--- src/hw/rtl/gf256_matrix_column_mix_top_assert.svh ---
// Assertion macros used by the column mixer top level.
// Each macro expects a clock named clk and a reset named rst in scope.
`ifndef GF256_MATRIX_COLUMN_MIX_TOP_ASSERT_SVH
`define GF256_MATRIX_COLUMN_MIX_TOP_ASSERT_SVH

// Same-cycle implication, checked outside reset.
`define GFMIX_ASSERT_NOW(label, ante, cons) \
  label: assert property (@(posedge clk) disable iff (rst) (ante) |-> (cons)) \
    else $error("gfmix assertion failed");

// Next-cycle implication, checked outside reset.
`define GFMIX_ASSERT_NEXT(label, ante, cons) \
  label: assert property (@(posedge clk) disable iff (rst) (ante) |=> (cons)) \
    else $error("gfmix assertion failed");

`endif

--- src/hw/rtl/gfmix_pkg.sv ---
package gfmix_pkg;

  localparam int unsigned NumBytes = 4;
  localparam int unsigned ByteBits = 8;

  // Register indexes of the configuration port.
  typedef enum logic [2:0] {
    REG_COEF_ROW_0 = 3'd0,
    REG_COEF_ROW_1 = 3'd1,
    REG_COEF_ROW_2 = 3'd2,
    REG_COEF_ROW_3 = 3'd3,
    REG_REDUCTION  = 3'd4
  } cfg_reg_t;

  // Reset values give the standard AES MixColumns matrix.
  localparam logic [31:0] CoefRow0Reset  = 32'h0101_0302;
  localparam logic [31:0] CoefRow1Reset  = 32'h0103_0201;
  localparam logic [31:0] CoefRow2Reset  = 32'h0302_0101;
  localparam logic [31:0] CoefRow3Reset  = 32'h0201_0103;
  localparam logic [7:0]  ReductionReset = 8'h1B;

  typedef logic [NumBytes-1:0][ByteBits-1:0] col_t;

  // Four consecutive doublings of each column byte.
  typedef logic [NumBytes-1:0][3:0][ByteBits-1:0] pw4_t;

  // All eight doublings of each column byte.
  typedef logic [NumBytes-1:0][ByteBits-1:0][ByteBits-1:0] pw8_t;

  typedef struct packed {
    logic [NumBytes-1:0][31:0] coef;
    logic [ByteBits-1:0]       red;
  } cfg_t;

  // One doubling in the field: shift left and fold the overflow back in.
  function automatic logic [7:0] gf_double(input logic [7:0] x, input logic [7:0] red);
    logic [7:0] y;
    y = {x[6:0], 1'b0};
    if (x[7]) begin
      y = y ^ red;
    end
    return y;
  endfunction

endpackage

--- src/hw/rtl/gfmix_cfg.sv ---
module gfmix_cfg (
  input  logic               clk,
  input  logic               rst,
  input  logic               cfg_valid,
  output logic               cfg_ready,
  input  logic [2:0]         cfg_index,
  input  logic [31:0]        cfg_data,
  output gfmix_pkg::cfg_t    cfg
);
  import gfmix_pkg::*;

  cfg_t regs;

  assign cfg_ready = 1'b1;
  assign cfg       = regs;

  always_ff @(posedge clk) begin
    if (rst) begin
      regs.coef[0] <= CoefRow0Reset;
      regs.coef[1] <= CoefRow1Reset;
      regs.coef[2] <= CoefRow2Reset;
      regs.coef[3] <= CoefRow3Reset;
      regs.red     <= ReductionReset;
    end else if (cfg_valid) begin
      case (cfg_reg_t'(cfg_index))
        REG_COEF_ROW_0: regs.coef[0] <= cfg_data;
        REG_COEF_ROW_1: regs.coef[1] <= cfg_data;
        REG_COEF_ROW_2: regs.coef[2] <= cfg_data;
        REG_COEF_ROW_3: regs.coef[3] <= cfg_data;
        REG_REDUCTION:  regs.red     <= cfg_data[7:0];
        default: begin
          // Writes to unused indexes are dropped.
        end
      endcase
    end
  end

endmodule

--- src/hw/rtl/gfmix_pwr.sv ---
module gfmix_pwr (
  input  gfmix_pkg::col_t    base,
  input  logic [7:0]         red,
  output gfmix_pkg::pw4_t    pw,
  output gfmix_pkg::col_t    nxt
);
  import gfmix_pkg::*;

  // Each byte yields base, 2*base, 4*base, 8*base and hands on 16*base.
  always_comb begin
    for (int k = 0; k < NumBytes; k++) begin
      pw[k][0] = base[k];
      for (int i = 1; i < 4; i++) begin
        pw[k][i] = gf_double(pw[k][i-1], red);
      end
      nxt[k] = gf_double(pw[k][3], red);
    end
  end

endmodule

--- src/hw/rtl/gfmix_dot.sv ---
module gfmix_dot (
  input  gfmix_pkg::pw8_t    pw,
  input  gfmix_pkg::cfg_t    cfg,
  output gfmix_pkg::col_t    mixed
);
  import gfmix_pkg::*;

  // Each coefficient bit selects one doubling; the selected terms are XORed.
  always_comb begin
    for (int r = 0; r < NumBytes; r++) begin
      mixed[r] = '0;
      for (int k = 0; k < NumBytes; k++) begin
        for (int i = 0; i < ByteBits; i++) begin
          if (cfg.coef[r][ByteBits*k+i]) begin
            mixed[r] = mixed[r] ^ pw[k][i];
          end
        end
      end
    end
  end

endmodule

--- src/hw/rtl/gf256_matrix_column_mix_top.sv ---
// Column mixer over GF(2^8). Each input word is one four-byte column; each
// output word is the column multiplied by a 4x4 coefficient matrix, where
// output byte r is the XOR of coef_row_r byte k times input byte k, and a
// product is built from repeated doublings reduced by reduction_byte. After
// reset the matrix and reduction byte give AES MixColumns. The block takes
// one word per clock while the output is not stalled and has three register
// stages between input accept and output valid: the first forms the first
// four doublings of every input byte, the second the last four, and the third
// (the output register) holds the selected and XORed dot products. Any stall
// on the output backs up through the stages without losing or repeating a
// word. Configuration writes are always accepted and must only be issued
// while no word is inside the pipeline.
module gf256_matrix_column_mix_top (
  input  logic        clk,
  input  logic        rst,
  // Input column.
  input  logic        s_axis_tvalid,
  output logic        s_axis_tready,
  input  logic [31:0] s_axis_tdata,   // col_in_0, col_in_1, col_in_2, col_in_3
  // Mixed column.
  output logic        m_axis_tvalid,
  input  logic        m_axis_tready,
  output logic [31:0] m_axis_tdata,   // col_out_0, col_out_1, col_out_2, col_out_3
  // Configuration writes.
  input  logic        cfg_valid,
  output logic        cfg_ready,
  input  logic [2:0]  cfg_index,
  input  logic [31:0] cfg_data
);
  import gfmix_pkg::*;

  cfg_t cfg;

  // Stage one: low doublings plus the seed for the high doublings.
  logic v1;
  pw4_t s1_pw;
  col_t s1_base;
  // Stage two: all eight doublings of every byte.
  logic v2;
  pw8_t s2_pw;
  // Stage three: the output register.
  logic v3;
  col_t s3_out;

  logic ready1;
  logic ready2;
  logic ready3;

  col_t in_col;
  pw4_t lo_pw;
  col_t lo_nxt;
  pw4_t hi_pw;
  col_t hi_nxt;
  col_t mixed;

  gfmix_cfg u_cfg (
    .clk       (clk),
    .rst       (rst),
    .cfg_valid (cfg_valid),
    .cfg_ready (cfg_ready),
    .cfg_index (cfg_index),
    .cfg_data  (cfg_data),
    .cfg       (cfg)
  );

  // A stage can load when it is empty or its contents move on this cycle.
  assign ready3 = !v3 || m_axis_tready;
  assign ready2 = !v2 || ready3;
  assign ready1 = !v1 || ready2;

  assign s_axis_tready = ready1;
  assign m_axis_tvalid = v3;
  assign m_axis_tdata  = s3_out;
  assign in_col        = s_axis_tdata;

  gfmix_pwr u_pwr_lo (
    .base (in_col),
    .red  (cfg.red),
    .pw   (lo_pw),
    .nxt  (lo_nxt)
  );

  // The sixteenfold value out of the high half is not needed.
  gfmix_pwr u_pwr_hi (
    .base (s1_base),
    .red  (cfg.red),
    .pw   (hi_pw),
    .nxt  (hi_nxt)
  );

  gfmix_dot u_dot (
    .pw    (s2_pw),
    .cfg   (cfg),
    .mixed (mixed)
  );

  // Valid bits.
  always_ff @(posedge clk) begin
    if (rst) begin
      v1 <= 1'b0;
      v2 <= 1'b0;
      v3 <= 1'b0;
    end else begin
      if (ready1) begin
        v1 <= s_axis_tvalid;
      end
      if (ready2) begin
        v2 <= v1;
      end
      if (ready3) begin
        v3 <= v2;
      end
    end
  end

  // Payload registers load only when a word actually moves in.
  always_ff @(posedge clk) begin
    if (ready1 && s_axis_tvalid) begin
      s1_pw   <= lo_pw;
      s1_base <= lo_nxt;
    end
    if (ready2 && v1) begin
      for (int k = 0; k < NumBytes; k++) begin
        s2_pw[k] <= {hi_pw[k], s1_pw[k]};
      end
    end
    if (ready3 && v2) begin
      s3_out <= mixed;
    end
  end

`include "gf256_matrix_column_mix_top_assert.svh"

  // An accepted word always lands in the first stage.
  `GFMIX_ASSERT_NEXT(a_in_lands, s_axis_tvalid && s_axis_tready, v1)
  // A word leaving the first stage lands in the second.
  `GFMIX_ASSERT_NEXT(a_s1_moves, v1 && ready2, v2)
  // A stalled middle stage keeps its doublings.
  `GFMIX_ASSERT_NEXT(a_s2_holds, v2 && !ready3, v2 && $stable(s2_pw))
  // A word left in the output stage is never dropped while a new one waits.
  `GFMIX_ASSERT_NOW(a_no_overrun, v3 && !m_axis_tready, !ready3)

endmodule
--- config.mk ---
export PLATFORM = sky130hd
export DESIGN_NAME = gf256_matrix_column_mix_top
export DESIGN_NICKNAME = d
export VERILOG_FILES = /design/src/hw/rtl/gfmix_pkg.sv /design/src/hw/rtl/gfmix_cfg.sv /design/src/hw/rtl/gfmix_pwr.sv /design/src/hw/rtl/gfmix_dot.sv /design/src/hw/rtl/gf256_matrix_column_mix_top.sv
export VERILOG_INCLUDE_DIRS = /design/src /design/src/hw/rtl
export SDC_FILE = /design/constraint.sdc
export NUM_CORES = 2
export LEC_CHECK = 0
export BUFFER_PORTS_ARGS = -buffer_cell sky130_fd_sc_hd__buf_2
export CAP_MARGIN = 20
export CORE_AREA = 5 5 237 285
export DETAILED_ROUTE_END_ITERATION = 10
export DIE_AREA = 0 0 242 290
export GPL_ROUTABILITY_DRIVEN = 0
export HOLD_SLACK_MARGIN = 0.06
export PLACE_DENSITY_LB_ADDON = 0.08
export SLEW_MARGIN = 15
export SYNTH_ARGS = -nofsm -noshare
export SYNTH_HDL_FRONTEND = slang
export SYNTH_SLANG_ARGS = --single-unit
--- constraint.sdc ---
create_clock -name clk -period 49.9 [get_ports clk]
set_clock_uncertainty 0.15 [all_clocks]
set_input_delay 9.98 -clock clk [delete_from_list [all_inputs] [get_ports clk]]
set_output_delay 9.98 -clock clk [all_outputs]
set_load 0.005 [all_outputs]
Yosys cells after proc, flatten, opt, wreduce, memory -nomap -nowiden
Index checks and enable logic that the tools add are counted.

Bits of input ports: 72. Register bits: 587. Output and inout port bits: 35.

Reductions and logical operators: 15. Equality and inequality tests: 4. Mux-type cells: 156. Bitwise logic cells: 152.

Operators by type and width (number): $mux 8 (156); $xor 8x8->8 (152); $reduce_and 2->1 (5); $eq 3x2->1 const B (2); $eq 3x1->1 const B (1); $eq 3x3->1 const B (1); $logic_and 1x1->1 (3); $logic_not 1->1 (3); $logic_not 3->1 (1); $logic_or 1x1->1 (3).

Longest topological paths before layout
Depth after elaboration: 63. Depth in mapped cells: 9.

Cells and area by module
From an unflattened synthesis, not the netlist that was laid out.

Cells, all modules: 4792. Area total of the unflattened synthesis: 43344.1 um2.

Modules (own cells, without submodules): gf256_matrix_column_mix_top (cells an instance 463, area an instance 13586.8 um2, instances 1, sequential area each 13513.0 um2); gfmix_dot (cells an instance 2144, area an instance 13487.9 um2, instances 1, sequential area each 0.0 um2); gfmix_pwr (cells an instance 845, area an instance 5436.5 um2, instances 2, sequential area each 0.0 um2); gfmix_cfg (cells an instance 495, area an instance 5396.4 um2, instances 1, sequential area each 2722.6 um2).

Worst setup path after synthesis
Ideal clock, no wire load.

Path kind: input port to flip-flop. Start point: input port m_axis_tready. End point: register s2_pw[0] (netlist bit) (enable). Stages: 2. Setup slack: 19.995 ns. Arrival time: 28.490 ns. Data required time: 48.485 ns. Cell sequence: nor2b_1 a21boi_0.

Longest elaborated chain between the ends: 3.

Ends and longest elaborated chain: start, declared (RTL line gf256_matrix_column_mix_top.sv:22) `input logic m_axis_tready,`; $logic_or 1x1->1 (RTL line gf256_matrix_column_mix_top.sv:67) `assign ready3 = !v3 || m_axis_tready;`; $logic_or 1x1->1 (RTL line gf256_matrix_column_mix_top.sv:68) `assign ready2 = !v2 || ready3;`; $logic_and 1x1->1 (RTL line gf256_matrix_column_mix_top.sv:122) `if (ready2 && v1) begin`; end signal, assigned by index (RTL line gf256_matrix_column_mix_top.sv:124) `s2_pw[k] <= {hi_pw[k], s1_pw[k]};`; end, declared (RTL line gf256_matrix_column_mix_top.sv:40) `pw8_t s2_pw;`.

No other way between the ends. A chain may end at the register's enable or synchronous reset.

Worst setup path in the final report
Start point: input port m_axis_tready. End point: output port s_axis_tready.

Longest elaborated chain between the ends: 3.

Ends and longest elaborated chain: $logic_or 1x1->1 (RTL line gf256_matrix_column_mix_top.sv:67); $logic_or 1x1->1 (RTL line gf256_matrix_column_mix_top.sv:68); $logic_or 1x1->1 (RTL line gf256_matrix_column_mix_top.sv:69) `assign ready1 = !v1 || ready2;`; end, declared (RTL line gf256_matrix_column_mix_top.sv:18) `output logic s_axis_tready,`.

No other way between the ends.

==> impl_metrics.csv <==
group,metric,value,unit
worst_setup_path,timing_worst_setup_path_type,"in2out",
clock_network,clockRootBuffer,"clkbuf_16",
drt,routed_wl,141000,um
status,run_status,"finished, final reports clean",
sta,tightest_slew,1.14,ns
synth,synth-seq-cells,587,
power_and_ir_drop,power.ir.vdd_worst,29.4,uV
synth,synthArstFlopShare,0,
floorplanning,io_pins,107,
synth,synth-seq-area-share,0.464,
synth,count_of_flip_flops_with_a_built_in_enable_after_synthesis,448,
cells_and_area,fill_cells,5494,
worst_setup_path,kind_of_launch_point_of_the_worst_setup_path,"input pin",
place,port_buffers,105,
clock_network,tritoncts,"done",
sta,max_slew_margin,0.236,
clock_network,clock_tree.buffer_depth,3,
cells_and_area,syn2layout_area_growth,8.52,%
flow_run,max_cap_violations,0,
global_routing,largest_net_degree_at_the_start_of_global_routing,83,
sta,rsz_0062_raised_after_global_routing,"no",
floorplanning,placement_rows,102,
worst_setup_path,critical_path.slowest_cell,"nor2b_1",
clock_network,cts_hold_buffers,0,
global_routing,groute.usage.overall,0.387,
floorplanning,die_area,70200,um^2
drt,first_iter_violations,4120,
clock_network,cts_made_buffers,60,
sta,min_period_over_period,0.424,
worst_setup_path,critPathCaptureType,"output port",
clock_network,clk-insertion-delay-late,0.65,ns
cells_and_area,final_net_count,3812,
worst_setup_path,cpLargestDelayFamily,"simple AND/OR/NAND/NOR gates",
place,worst_setup_slack_post_dpl,28.77,ns
worst_setup_path,worst-path-max-fanout,6,
worst_setup_path,r2r_setup_slack,46.15,ns
floorplanning,fp.dieW,242,um
clock_network,numClockSinks,587,
floorplanning,die_y,290,um
synth,synth.top_cell.area_share,0.384,
drt,route.detailed.drc,0,
global_routing,gr-total-overflow,0,
sta,max_freq,0.0473,GHz
synth,ys.flop_type,"edfxtp_1",
floorplanning,effective_utilization_at_floorplan,0.544,
sta,worst_path_setup_slack_after_routing,28.77,ns
drt,drtPass1Iterations,8,
drt,viasPerCell,6.21,
place,dp_hpwl,100000,um
worst_setup_path,crit_top_cell,"buf_2",
floorplanning,design.core.area,64300,um^2
worst_setup_path,crit_chain,"buf_2, nor2b_1, nand3_1, buf_2",
clock_network,cts-resized-gates,0,
global_routing,grt_first_pass_wirelength,196000,um
drt,antenna_left,0,
synth,post-synth-top-count-cell,"nand2_1",
sta,final-max-slew-violation-count,0,
global_routing,number_of_global_route_vias_before_repair,27735,
synth,synth_top_cell_by_area,"edfxtp_1",
worst_hold_path,hold_path.class,"reg2reg",
synth,post_synth.cell_area_avg,9.32,um^2
clock_network,worst_setup_hold_path_clk_slew,0.06,ns
sta,setup_viol,0,
sta,timing.final.hold_violations,0,
synth,synthesis.nets,3825,
synth,yosys-top-cells-area,"edfxtp_1, xnor2_1, nand2_1",
clock_network,clock_tree.htree_level_count,2,
synth,synth_common_cells,"nand2_1, xnor2_1, edfxtp_1, xor2_1, clkbuf_1",
cells_and_area,final-seq-area,16200,um^2
worst_setup_path,worst-endpoint-required,39.77,ns
synth,netlist-cell-type-count,39,
power_and_ir_drop,power.leakage,12.1,nW
cells_and_area,drive_gt1_frac,0.0755,
power_and_ir_drop,pwr_density_cell,33.8,nW/um^2
clock_network,post_cts_setup_buffer_count,0,
worst_setup_path,cp.arrival,11.01,ns
worst_setup_path,largest_stage_delay_worst_path,0.58,ns
drt,via_count,28715,
cells_and_area,area_occupied_by_multi_input_gates,17900,um^2
worst_setup_path,cp.buffers_inverters,2,
sta,min_period,21.13,ns
synth,synth_area,35000,um^2
synth,synth_cells,3753,
global_routing,number_of_antenna_violations_at_the_first_check_in_global_routing,8,
drt,detail_route.wl_per_cell,30.6,um
sta,setup_tns,0,ns
synth,yosys_warning_total,0,
==> cell families after synthesis <==
logic type             Yosys count  share of synthesized area
flip-flops                     587                      0.464
multiplexers                     4                    0.00172
buffers and inverters          221                     0.0251
other                            1                   0.000107
AO/OA/AOI/OAI                  144                     0.0238
AND/OR/NAND/NOR               1604                      0.182
XOR/XNOR                      1192                      0.303
==> power by group <==
group	switching [mW]	internal (mW)
clock network	0.196	0.254
logic	0.122	0.0834
registers	0.0522	0.578
==> worst paths after layout <==
kind	startpoint	to	cells after the start
worst min register to register	s1_pw[11]	s2_pw[11]	0
worst max register to register	m_axis_tvalid	s2_pw[138]	5
worst min-delay path	s1_pw[11]	s2_pw[11]	0
worst max-delay path	m_axis_tready	s_axis_tready	4
==> sequential cells by signal, summed over array words and instances, names as in the netlist <==
signal and flops:
s1_base 32, s1_pw 128, s2_pw 256, v2 1
m_axis_tdata 32, u_cfg.cfg 136, m_axis_tvalid 1, v1 1
==> per-stage QoR <==
step                total power [mW]  hold WS (ns)  cell area, um^2  utilization  cells
floorplan                      0.758         0.250            35000            -   3753
global placement               0.830         0.251            36000        0.560   4510
detailed placement             0.834         0.255            36000        0.560   4510
CTS                             1.28         0.249            38000        0.590   4619
global route                    1.32         0.255            38000        0.590   4619
finish                          1.29         0.251            38000        0.590   4626
==> cells in the final DEF, fill, tap and decap left out, drive strengths merged, types with 7 or more instances in the layout <==
cell    netlist  layout
a211oi        8       8
a21oi       118     118
and2         34      34
buf          25     140
clkbuf      190      80
clkinv        0      15
dfxtp       139     139
diode         0       7
edfxtp      448     448
inv           6      13
nand2      1489    1489
nand3         7       7
nand3b       28      28
nor2         11      11
nor2b         7       7
xnor2       956     956
xor2        232     232
==> routing by layer <==
layer / vias to the layer above / share of wire / track usage
li1: 11810 / - / -
met1: 13660 / 0.34 / 0.458
met2: 2341 / 0.43 / 0.594
met3: 902 / 0.13 / 0.117
met4: 2 / 0.10 / 0.293
met5: - / 0.000085 / 0
==> area by class of cell <==
type	count	share of cell area
Clock inverter	29	0.00774
Inverter	6	0.000593
Sequential cell	587	0.428
Antenna cell	7	0.000461
Timing Repair Buffer	140	0.0208
Tap cell	832	0.0274
Clock buffer	80	0.0434
Multi-Input combinational cell	2945	0.472
Power figures use the tool's default switching activity.
